## src/hdl/bclru_pkg.sv

```systemverilog
// shared types, constants and helpers of the block cache lru controller
// used by bclru_ctrl, bclru_dp and block_cache_lru_controller; depends on nothing
package bclru_pkg;

	// cache geometry
	localparam int Slots     = 16;
	localparam int SlotBits  = $clog2(Slots);
	localparam int AgeBits   = 32;
	localparam int BlockBits = 32;

	// fixed field widths
	localparam int AddrBits    = 32;
	localparam int MaskBits    = 16;
	localparam int SlotOutBits = 4;
	localparam int InDataBits  = 56;
	localparam int OutDataBits = 48;

	// configuration port
	localparam int CfgAddrBits  = 3;
	localparam int CfgDataBits  = 32;
	localparam int CfgIndexBits = CfgAddrBits - 2;
	localparam logic [CfgIndexBits-1:0] RegTotalBlocks = CfgIndexBits'(0);

	// request kinds
	typedef enum logic [1:0] {
		OP_READ   = 2'd0,
		OP_WRITE  = 2'd1,
		OP_FLUSH  = 2'd2,
		OP_SWITCH = 2'd3
	} op_t;

	// result status codes
	typedef enum logic [1:0] {
		ST_OK        = 2'd0,
		ST_RANGE     = 2'd1,
		ST_WB_FAIL   = 2'd2,
		ST_FILL_FAIL = 2'd3
	} status_t;

	// which result the datapath builds
	typedef enum logic [2:0] {
		RES_RANGE    = 3'd0,
		RES_HIT      = 3'd1,
		RES_WB_FAIL  = 3'd2,
		RES_MISS     = 3'd3,
		RES_FLUSH    = 3'd4,
		RES_NO_FLUSH = 3'd5
	} res_kind_t;

	// one input item
	typedef struct packed {
		op_t                 op;
		logic [AddrBits-1:0] block_addr;
		logic [MaskBits-1:0] write_fail_mask;
		logic                read_ok;
		logic                drive_select;
	} req_t;

	// one result item
	typedef struct packed {
		status_t                status;
		logic                   hit;
		logic [SlotOutBits-1:0] slot;
		logic                   writeback_valid;
		logic [SlotOutBits-1:0] writeback_slot;
		logic [AddrBits-1:0]    writeback_block;
		logic                   fill_valid;
		logic                   target_drive;
		logic                   last;
	} result_t;

	// controller to datapath
	typedef struct packed {
		logic      load;
		logic      hit_upd;
		logic      scan_start;
		logic      scan_step;
		logic      miss_upd;
		logic      flush_step;
		logic      clear_all;
		logic      sel_victim;
		logic      emit;
		res_kind_t kind;
	} dp_cmd_t;

	// datapath to controller
	typedef struct packed {
		op_t  op;
		logic in_range;
		logic hit;
		logic victim_fail;
		logic cur_dirty;
		logic idx_last;
		logic flush_any;
		logic out_free;
	} dp_stat_t;

	// write-back of a slot fails; slots past the mask always succeed
	function automatic logic wb_fails(logic [MaskBits-1:0] mask, logic [SlotBits-1:0] slot);
		logic [MaskBits-1:0] sh;
		sh = mask >> slot;
		return sh[0];
	endfunction

endpackage

```

## src/hdl/bclru_ctrl.sv

```systemverilog
// request sequencer of the block cache lru controller
// depends on bclru_pkg; drives bclru_dp through dp_cmd_t and reads dp_stat_t
module bclru_ctrl (
	input  logic              clk,
	input  logic              arst_n,
	input  logic              s_tvalid,
	output logic              s_tready,
	input  bclru_pkg::dp_stat_t stat,
	output bclru_pkg::dp_cmd_t  cmd
);
	import bclru_pkg::*;

	typedef enum logic [5:0] {
		S_IDLE   = 6'b000001,
		S_DECODE = 6'b000010,
		S_SCAN   = 6'b000100,
		S_MISS   = 6'b001000,
		S_FLUSH  = 6'b010000,
		S_FEND   = 6'b100000
	} state_t;

	state_t state_q;
	state_t state_nxt;

	// state register
	always_ff @(posedge clk or negedge arst_n) begin
		if (!arst_n) begin
			state_q <= S_IDLE;
		end else begin
			state_q <= state_nxt;
		end
	end

	// next state and datapath commands
	always_comb begin
		cmd       = '0;
		cmd.kind  = RES_RANGE;
		state_nxt = state_q;
		s_tready  = 1'b0;
		case (state_q)
			S_IDLE: begin
				s_tready = 1'b1;
				if (s_tvalid) begin
					cmd.load  = 1'b1;
					state_nxt = S_DECODE;
				end
			end
			S_DECODE: begin
				if (stat.op == OP_FLUSH || stat.op == OP_SWITCH) begin
					state_nxt = S_FLUSH;
				end else if (!stat.in_range) begin
					if (stat.out_free) begin
						cmd.emit  = 1'b1;
						cmd.kind  = RES_RANGE;
						state_nxt = S_IDLE;
					end
				end else if (stat.hit) begin
					if (stat.out_free) begin
						cmd.emit    = 1'b1;
						cmd.kind    = RES_HIT;
						cmd.hit_upd = 1'b1;
						state_nxt   = S_IDLE;
					end
				end else begin
					cmd.scan_start = 1'b1;
					state_nxt      = S_SCAN;
				end
			end
			S_SCAN: begin
				cmd.scan_step = 1'b1;
				if (stat.idx_last) begin
					state_nxt = S_MISS;
				end
			end
			S_MISS: begin
				cmd.sel_victim = 1'b1;
				if (stat.out_free) begin
					cmd.emit = 1'b1;
					if (stat.victim_fail) begin
						cmd.kind = RES_WB_FAIL;
					end else begin
						cmd.kind     = RES_MISS;
						cmd.miss_upd = 1'b1;
					end
					state_nxt = S_IDLE;
				end
			end
			S_FLUSH: begin
				// one slot per cycle, stalling only on a dirty slot
				if (!stat.cur_dirty || stat.out_free) begin
					cmd.flush_step = 1'b1;
					cmd.emit       = stat.cur_dirty;
					cmd.kind       = RES_FLUSH;
					if (stat.idx_last) begin
						state_nxt = S_FEND;
					end
				end
			end
			S_FEND: begin
				if (stat.flush_any || stat.out_free) begin
					cmd.emit      = !stat.flush_any;
					cmd.kind      = RES_NO_FLUSH;
					cmd.clear_all = (stat.op == OP_SWITCH);
					state_nxt     = S_IDLE;
				end
			end
			default: begin
				state_nxt = S_IDLE;
			end
		endcase
	end

endmodule

```

## src/hdl/bclru_dp.sv

```systemverilog
// tag, valid, dirty and age state with the result register
// depends on bclru_pkg; commanded by bclru_ctrl
module bclru_dp (
	input  logic                          clk,
	input  logic                          arst_n,
	input  bclru_pkg::dp_cmd_t            cmd,
	output bclru_pkg::dp_stat_t           stat,
	input  bclru_pkg::req_t               req,
	input  logic [bclru_pkg::AddrBits-1:0] total_blocks,
	input  logic                          m_tready,
	output logic                          m_tvalid,
	output bclru_pkg::result_t            result
);
	import bclru_pkg::*;

	// cache state
	logic [BlockBits-1:0] tag_q [Slots];
	logic [Slots-1:0]     valid_q;
	logic [Slots-1:0]     dirty_q;
	logic [AgeBits-1:0]   age_q [Slots];
	logic [AgeBits-1:0]   counter_q;
	logic                 drive_q;

	// request and scan registers
	req_t                req_q;
	logic [SlotBits-1:0] idx_q;
	logic [SlotBits-1:0] victim_q;
	logic [AgeBits-1:0]  min_q;
	logic                flush_any_q;

	// result register
	result_t out_q;
	logic    out_valid_q;

	logic [BlockBits-1:0] req_tag;
	logic [Slots-1:0]     match;
	logic [Slots-1:0]     vd;
	logic [Slots-1:0]     vd_above;
	logic [Slots-1:0]     valid_left;
	logic [SlotBits-1:0]  hit_slot;
	logic [SlotBits-1:0]  free_slot;
	logic [SlotBits-1:0]  rd_slot;
	logic [BlockBits-1:0] tag_rd;
	logic [AgeBits-1:0]   age_rd;
	logic                 victim_vd;
	logic                 cur_fail;
	logic                 fill_fail;
	result_t              res;

	assign req_tag = BlockBits'(req_q.block_addr);
	assign vd      = valid_q & dirty_q;

	// tag match on every slot, first match wins
	always_comb begin
		hit_slot = '0;
		for (int i = Slots - 1; i >= 0; i--) begin
			match[i] = valid_q[i] && (tag_q[i] == req_tag);
			if (match[i]) begin
				hit_slot = SlotBits'(i);
			end
		end
	end

	// first invalid slot once the victim has been dropped
	always_comb begin
		valid_left = valid_q & ~(Slots'(1) << victim_q);
		free_slot  = '0;
		for (int i = Slots - 1; i >= 0; i--) begin
			if (!valid_left[i]) begin
				free_slot = SlotBits'(i);
			end
		end
	end

	// single tag read port and the age read of the scan
	assign rd_slot   = cmd.sel_victim ? victim_q : idx_q;
	assign tag_rd    = tag_q[rd_slot];
	assign age_rd    = age_q[idx_q];
	assign victim_vd = vd[victim_q];
	assign cur_fail  = wb_fails(req_q.write_fail_mask, idx_q);
	assign fill_fail = (req_q.op == OP_READ) && !req_q.read_ok;
	assign vd_above  = vd >> idx_q;

	// status to the controller
	always_comb begin
		stat.op          = req_q.op;
		stat.in_range    = (req_q.block_addr < total_blocks) &&
			((req_q.block_addr >> BlockBits) == '0);
		stat.hit         = |match;
		stat.victim_fail = victim_vd && wb_fails(req_q.write_fail_mask, victim_q);
		stat.cur_dirty   = vd[idx_q];
		stat.idx_last    = (idx_q == SlotBits'(Slots - 1));
		stat.flush_any   = flush_any_q;
		stat.out_free    = !out_valid_q || m_tready;
	end

	// result item build
	always_comb begin
		res              = '0;
		res.status       = ST_OK;
		res.target_drive = drive_q;
		res.last         = 1'b1;
		case (cmd.kind)
			RES_RANGE: begin
				res.status = ST_RANGE;
			end
			RES_HIT: begin
				res.hit  = 1'b1;
				res.slot = SlotOutBits'(hit_slot);
			end
			RES_WB_FAIL: begin
				res.status          = ST_WB_FAIL;
				res.slot            = SlotOutBits'(victim_q);
				res.writeback_valid = 1'b1;
				res.writeback_slot  = SlotOutBits'(victim_q);
				res.writeback_block = AddrBits'(tag_rd);
			end
			RES_MISS: begin
				res.status     = fill_fail ? ST_FILL_FAIL : ST_OK;
				res.slot       = SlotOutBits'(free_slot);
				res.fill_valid = (req_q.op == OP_READ);
				if (victim_vd) begin
					res.writeback_valid = 1'b1;
					res.writeback_slot  = SlotOutBits'(victim_q);
					res.writeback_block = AddrBits'(tag_rd);
				end
			end
			RES_FLUSH: begin
				res.status          = cur_fail ? ST_WB_FAIL : ST_OK;
				res.slot            = SlotOutBits'(idx_q);
				res.writeback_valid = 1'b1;
				res.writeback_slot  = SlotOutBits'(idx_q);
				res.writeback_block = AddrBits'(tag_rd);
				res.last            = ~|vd_above[Slots-1:1];
			end
			RES_NO_FLUSH: begin
				res.last = 1'b1;
			end
			default: begin
				res.last = 1'b1;
			end
		endcase
	end

	// control state: valid, dirty, ages, counter, drive, scan index, output valid
	always_ff @(posedge clk or negedge arst_n) begin
		if (!arst_n) begin
			valid_q     <= '0;
			dirty_q     <= '0;
			age_q       <= '{default: '0};
			counter_q   <= '0;
			drive_q     <= 1'b0;
			idx_q       <= '0;
			victim_q    <= '0;
			flush_any_q <= 1'b0;
			out_valid_q <= 1'b0;
		end else begin
			if (cmd.load) begin
				idx_q       <= '0;
				flush_any_q <= 1'b0;
			end
			// hit refreshes the stamp
			if (cmd.hit_upd) begin
				age_q[hit_slot] <= counter_q;
				counter_q       <= counter_q + AgeBits'(1);
				if (req_q.op == OP_WRITE) begin
					dirty_q[hit_slot] <= 1'b1;
				end
			end
			// least stamp search, one slot a cycle
			if (cmd.scan_start) begin
				victim_q <= '0;
				idx_q    <= SlotBits'(1);
			end
			if (cmd.scan_step) begin
				if (age_rd < min_q) begin
					victim_q <= idx_q;
				end
				idx_q <= idx_q + SlotBits'(1);
			end
			// miss: drop the victim, then fill the first free slot
			if (cmd.miss_upd) begin
				if (victim_vd) begin
					dirty_q[victim_q] <= 1'b0;
				end
				valid_q[victim_q]  <= 1'b0;
				valid_q[free_slot] <= !fill_fail;
				dirty_q[free_slot] <= (req_q.op == OP_WRITE);
				age_q[free_slot]   <= counter_q;
				counter_q          <= counter_q + AgeBits'(1);
			end
			// flush walk
			if (cmd.flush_step) begin
				idx_q <= idx_q + SlotBits'(1);
				if (cmd.emit) begin
					flush_any_q <= 1'b1;
					if (!cur_fail) begin
						dirty_q[idx_q] <= 1'b0;
					end
				end
			end
			// drive switch clears every slot
			if (cmd.clear_all) begin
				valid_q <= '0;
				dirty_q <= '0;
				age_q   <= '{default: '0};
				drive_q <= req_q.drive_select;
			end
			// output register
			if (cmd.emit) begin
				out_valid_q <= 1'b1;
			end else if (m_tready) begin
				out_valid_q <= 1'b0;
			end
		end
	end

	// payload registers
	always_ff @(posedge clk) begin
		if (cmd.load) begin
			req_q <= req;
		end
		if (cmd.scan_start) begin
			min_q <= age_q[0];
		end
		if (cmd.scan_step && (age_rd < min_q)) begin
			min_q <= age_rd;
		end
		if (cmd.miss_upd) begin
			tag_q[free_slot] <= req_tag;
		end
		if (cmd.emit) begin
			out_q <= res;
		end
	end

	assign m_tvalid = out_valid_q;
	assign result   = out_q;

endmodule

```

## src/hdl/block_cache_lru_controller.sv

```systemverilog
// Block cache lru controller: tag, valid, dirty and age bookkeeping for a
// fully associative write-back cache of bclru_pkg::Slots slots. One request
// is handled at a time; the next item is taken once the previous request has
// placed its last result in the output register. Out-of-range requests and
// hits load their result from the decode state that follows acceptance.
// A miss walks the age stamps one slot per cycle to find the least recent
// slot, then loads its result before the next item can be taken. A flush or
// drive switch visits one slot per cycle, holding on a dirty slot while the
// output register is full, and then closes out. Any request also waits
// while the output register still holds an item that was not taken. There is
// no clearing pass after reset. total_blocks sits at byte address 0 of the
// configuration port and resets to zero, which rejects every read and write
// until it is set.
// depends on bclru_pkg, bclru_ctrl and bclru_dp
module block_cache_lru_controller (
	input  logic                                clk,
	input  logic                                arst_n,
	// request stream
	input  logic                                s_tvalid,
	output logic                                s_tready,
	// block_addr[31:0], write_fail_mask[47:32], read_ok[48], drive_select[49]
	input  logic [bclru_pkg::InDataBits-1:0]    s_tdata,
	// op[1:0]
	input  logic [1:0]                          s_tuser,
	// result stream
	output logic                                m_tvalid,
	input  logic                                m_tready,
	// status[1:0], hit[2], slot[6:3], writeback_valid[7], writeback_slot[11:8],
	// writeback_block[43:12], fill_valid[44], target_drive[45]
	output logic [bclru_pkg::OutDataBits-1:0]   m_tdata,
	output logic                                m_tlast,
	// configuration
	input  logic                                psel,
	input  logic                                penable,
	input  logic                                pwrite,
	input  logic [bclru_pkg::CfgAddrBits-1:0]   paddr,
	input  logic [bclru_pkg::CfgDataBits-1:0]   pwdata,
	output logic [bclru_pkg::CfgDataBits-1:0]   prdata,
	output logic                                pready
);
	import bclru_pkg::*;

	logic [AddrBits-1:0]     total_blocks_q;
	logic [CfgIndexBits-1:0] cfg_index;
	req_t                    req;
	result_t                 result;
	dp_cmd_t                 cmd;
	dp_stat_t                stat;

	// register file
	assign pready    = 1'b1;
	assign cfg_index = paddr[CfgAddrBits-1:2];

	always_ff @(posedge clk or negedge arst_n) begin
		if (!arst_n) begin
			total_blocks_q <= '0;
		end else if (psel && penable && pwrite && pready && cfg_index == RegTotalBlocks) begin
			total_blocks_q <= AddrBits'(pwdata);
		end
	end

	assign prdata = (cfg_index == RegTotalBlocks) ? CfgDataBits'(total_blocks_q) : '0;

	// unpack the request item
	always_comb begin
		req.op              = op_t'(s_tuser);
		req.block_addr      = s_tdata[AddrBits-1:0];
		req.write_fail_mask = s_tdata[AddrBits+MaskBits-1:AddrBits];
		req.read_ok         = s_tdata[AddrBits+MaskBits];
		req.drive_select    = s_tdata[AddrBits+MaskBits+1];
	end

	bclru_ctrl u_ctrl (
		.clk      (clk),
		.arst_n   (arst_n),
		.s_tvalid (s_tvalid),
		.s_tready (s_tready),
		.stat     (stat),
		.cmd      (cmd)
	);

	bclru_dp u_dp (
		.clk          (clk),
		.arst_n       (arst_n),
		.cmd          (cmd),
		.stat         (stat),
		.req          (req),
		.total_blocks (total_blocks_q),
		.m_tready     (m_tready),
		.m_tvalid     (m_tvalid),
		.result       (result)
	);

	// pack the result item
	assign m_tdata = {2'b00, result.target_drive, result.fill_valid, result.writeback_block,
		result.writeback_slot, result.writeback_valid, result.slot, result.hit,
		result.status};
	assign m_tlast = result.last;

endmodule
```

## config.mk

```make
export PLATFORM = sky130hd
export DESIGN_NAME = block_cache_lru_controller
export DESIGN_NICKNAME = d
export VERILOG_FILES = /design/src/hdl/bclru_pkg.sv /design/src/hdl/bclru_ctrl.sv /design/src/hdl/bclru_dp.sv /design/src/hdl/block_cache_lru_controller.sv
export SDC_FILE = /design/constraint.sdc
export NUM_CORES = 2
export LEC_CHECK = 0
export ABC_AREA = 1
export BUFFER_PORTS_ARGS = -buffer_cell sky130_fd_sc_hd__clkbuf_2
export CAP_MARGIN = 20
export CORE_MARGIN = 2
export CORE_UTILIZATION = 30
export DETAILED_ROUTE_END_ITERATION = 7
export PLACE_DENSITY = 0.56
export REMOVE_ABC_BUFFERS = 1
export SLEW_MARGIN = 20
export SYNTH_ARGS = -nofsm -noshare
export SYNTH_HDL_FRONTEND = slang
export SYNTH_HIERARCHICAL = 1
export SYNTH_SLANG_ARGS = --single-unit
```

## constraint.sdc

```tcl
create_clock -name clk -period 5.1 [get_ports clk]
set_clock_uncertainty 0.1 [all_clocks]
set_input_delay 0.51 -clock clk [delete_from_list [all_inputs] [get_ports clk]]
set_output_delay 0.51 -clock clk [all_outputs]
set_load 0.02 [all_outputs]
```

==> results.txt <==
status -> finished, final reports clean
synth unique cells -> 80
Most used DFF post-synth -> edfxtp_1
CTS tree -> built
PD cells -> 392 mW/mm2
CTS Sinks -> 1268
Top Ports -> 184
Die Wd -> 494 um
design area -> 0.0940 mm2
Yosys reg bits -> 1268
Setup crit start kind -> flip-flop
largest net degree at the start of global routing -> 187
WS Path Type -> flip-flop to flip-flop
Core ar. -> 0.238 mm2
WP buf/inv -> 8
Total Wirelength -> 375 mm
number of remaining DRC errors -> 0
gpl congestion -> 1.00
drt first pass iters -> 7
initial antenna violation count -> 23
Vias -> 72.7k
clk buf depth -> 3
post-synthesis sequential area ratio -> 48.5%
dpl cells -> 13.4k
Cells after Synth -> 9183
fin crit period -> 5.03 ns
Post-DP Area -> 0.0871 mm2
Synth Cell Area -> 0.0721 mm2
WHS -> 0.0655 ns
GRT Total Usage -> 30.0%
CP peak stage delay -> 0.46 ns
VDD IR max -> 0.000313 V
initial DRC count -> 8431
vias in the first global route -> 68.9k
area occupied by multi-input gates -> 0.0313 mm2
P&R area growth vs syn -> 30.4%
CTS buffer count -> 159
drt via density -> 5.27
Die Ht -> 494 um
layout cells sized above 1 -> 20.3%
RSZ-0062 raised after global routing -> true
CP top delay family -> simple AND/OR/NAND/NOR gates
Worst Setup End Kind -> flip-flop
Detail Placement HPWL -> 274 mm
final hold viol count -> 0
Filler cells -> 24.2k
Non-Filler Instances -> 13.8k
clk_lat worst skew -> 0.85 ns
Crit path top cell by count -> nand4_1
Max Clk Rate -> 199 MHz
share of flip-flops with an asynchronous set or reset -> 49.3%
Nets -> 10.7k
first-pass GRT wire length -> 524 mm
Synthesis Warnings -> 6
final setup vio count -> 0
row cnt -> 179
Synth Area per Inst -> 7.85 um2
gr ovfl total -> 0
Max FO, Critical Path -> 8
Clock transition at path regs -> 0.06 ns
slew of the pin with the lowest slew margin -> 1.15 ns
Buffers on Ports -> 172
critical path required time -> 5.71 ns
Leakage -> 44.1 nW
EDFF count, synth -> 643
Crit-path slowest cell -> nor4_1
initial core utilization -> 30.2%
critical path arrival -> 5.63 ns
Wirelength per Cell -> 27.2 um
Slew HR -> 23.6%
Final ANT Viol Nets -> 0
maxcap violations -> 0
Reg area -> 0.0350 mm2
Root Buffer -> clkbuf_16
Final Max Slew Viols -> 0
die area -> 0.244 mm2
Final period util -> 98.6%
worst hold-check path type -> input pin to flip-flop
H-tree levels -> 4
[cell usage in the layout (no fill, tap or decap), types with 171 or more instances in the layout]
cell type	n
buf_4	1287
inv_1	911
o21ai_0	552
nand3_1	578
dfrtp_1	622
nor2_1	1491
nand2_1	1894
edfxtp_1	643
clkbuf_2	171
nand4_1	198
a21oi_1	533
[metrics by stage]
step                power [mW]  utilization, %  worst slack (ns)  TNS [ns]
finish                    36.8            39.5            0.0718         0
detailed placement        24.7            36.6            -0.654    -10.92
global route              38.1            39.4            -0.113    -0.220
floorplan                 17.7               -            -11.53  -3697.48
global placement          24.7            36.5            -0.828     -7.13
CTS                       36.7            39.3           -0.0276   -0.0276
[repair_timing]
action / 4_1_cts / 5_1_grt
hold buffers: 86 / 0
hold endpoints to repair: 170 / 0
setup buffers: 9 / 19
setup endpoints to repair: 77 / 86
resized for setup: 47 / 50
pin swaps: 15 / 21
[metal layers]
layer | up-vias | GRT usage (%) | wire [um]
li1 | 33000 | - | -
met1 | 35800 | 39.5 | 155000
met2 | 3289 | 48.1 | 172000
met3 | 687 | 4.14 | 25900
met4 | 12 | 15.2 | 22200
met5 | - | 0 | 89
[worst min-delay path, stage by stage]
cell	delay [ns]
clkbuf_2	0.08
inv_1	0.13
nor2_8	0.12
nand3_1	0.08
nand2_1	0.05
[cells in the mapped netlist, types with 30 or more instances]
cell type	count	area share, %
clkbuf_1	274	1.4
dfrtp_1	624	22
xnor2_1	81	0.98
nand3b_1	51	0.53
ha_1	67	1.2
buf_2	157	1.1
nor3_1	103	0.72
o22ai_1	63	0.55
buf_4	45	0.47
inv_2	68	0.35
a31oi_1	37	0.32
or2_2	69	0.60
edfxtp_1	643	27
nor4_1	66	0.57
nand4_1	198	1.7
or4_1	30	0.31
o2111ai_1	40	0.49
nand3_1	585	4.1
xor2_1	120	1.5
inv_1	914	4.8
a21oi_1	533	3.7
buf_1	71	0.37
nor2_1	1507	7.8
nand2_1	1912	10
o21ai_0	554	3.8
o211ai_1	92	0.96
[worst paths after layout]
path,from,end,slack (ns),cells after the start
worst max-delay path,u_dp/req_tag[17]$_DFFE_PP_,u_dp/counter_q[30]$_DFFE_PN0P_,0.07,29
worst min register to register,u_dp/req_q[0]$_DFFE_PP_,u_dp/drive_q$_DFFE_PN0P_,0.36,2
worst max register to register,u_dp/req_tag[17]$_DFFE_PP_,u_dp/counter_q[30]$_DFFE_PN0P_,0.07,29
max in group asynchronous,arst_n,u_dp/age_q[503]$_DFF_PN0_,3.44,3
worst min-delay path,psel,total_blocks_q[12]$_DFFE_PN0P_,0.07,5
min in group asynchronous,arst_n,u_dp/age_q[252]$_DFF_PN0_,0.17,2
[state kept, by name (all words and copies together), names as in the netlist, 2 cells and up]
name / count
total_blocks_q: 32
u_ctrl/state_q: 6
u_dp/age_q: 512
u_dp/counter_q: 32
u_dp/dirty_q: 16
u_dp/idx_q: 4
u_dp/min_q: 32
u_dp/req_q: 18
u_dp/req_tag: 32
u_dp/result: 47
u_dp/stat: 2
u_dp/tag_q: 512
u_dp/valid_q: 16
u_dp/victim_q: 4
[area by class of cell]
cell class	count	share of cell area, %
Timing Repair Buffer	1710	15.5
Clock inverter	87	1.12
Inverter	990	4.01
Multi-Input combinational cell	6360	33.3
Tap cell	3167	4.21
Clock buffer	208	4.58
Sequential cell	1268	37.2
Antenna cell	8	0.0213
[power breakdown]
group	switching [mW]	internal [mW]	total, mW	leakage [nW]
logic	8.81	4.46	13.3	27.1
clock network	5.07	6.69	11.8	2.59
registers	0.307	11.5	11.8	14.4
total	14.2	22.6	36.8	44.1
[cell families (layout without fill, tap and decap cells)]
| group | after synthesis | in the layout | synth area share, % |
|---|---|---|---|
| xor+xnor | 201 | 201 | 2.44 |
| flops | 1268 | 1268 | 48.5 |
| other cells | 2 | 11 | 0.0104 |
| fa+ha+maj | 67 | 67 | 1.16 |
| simple gates | 4640 | 4640 | 27.7 |
| compound gates | 1447 | 1447 | 11.3 |
| mux | 2 | 2 | 0.0278 |
| buf+inv | 1556 | 2995 | 8.81 |
Power figures use the tool's default switching activity.
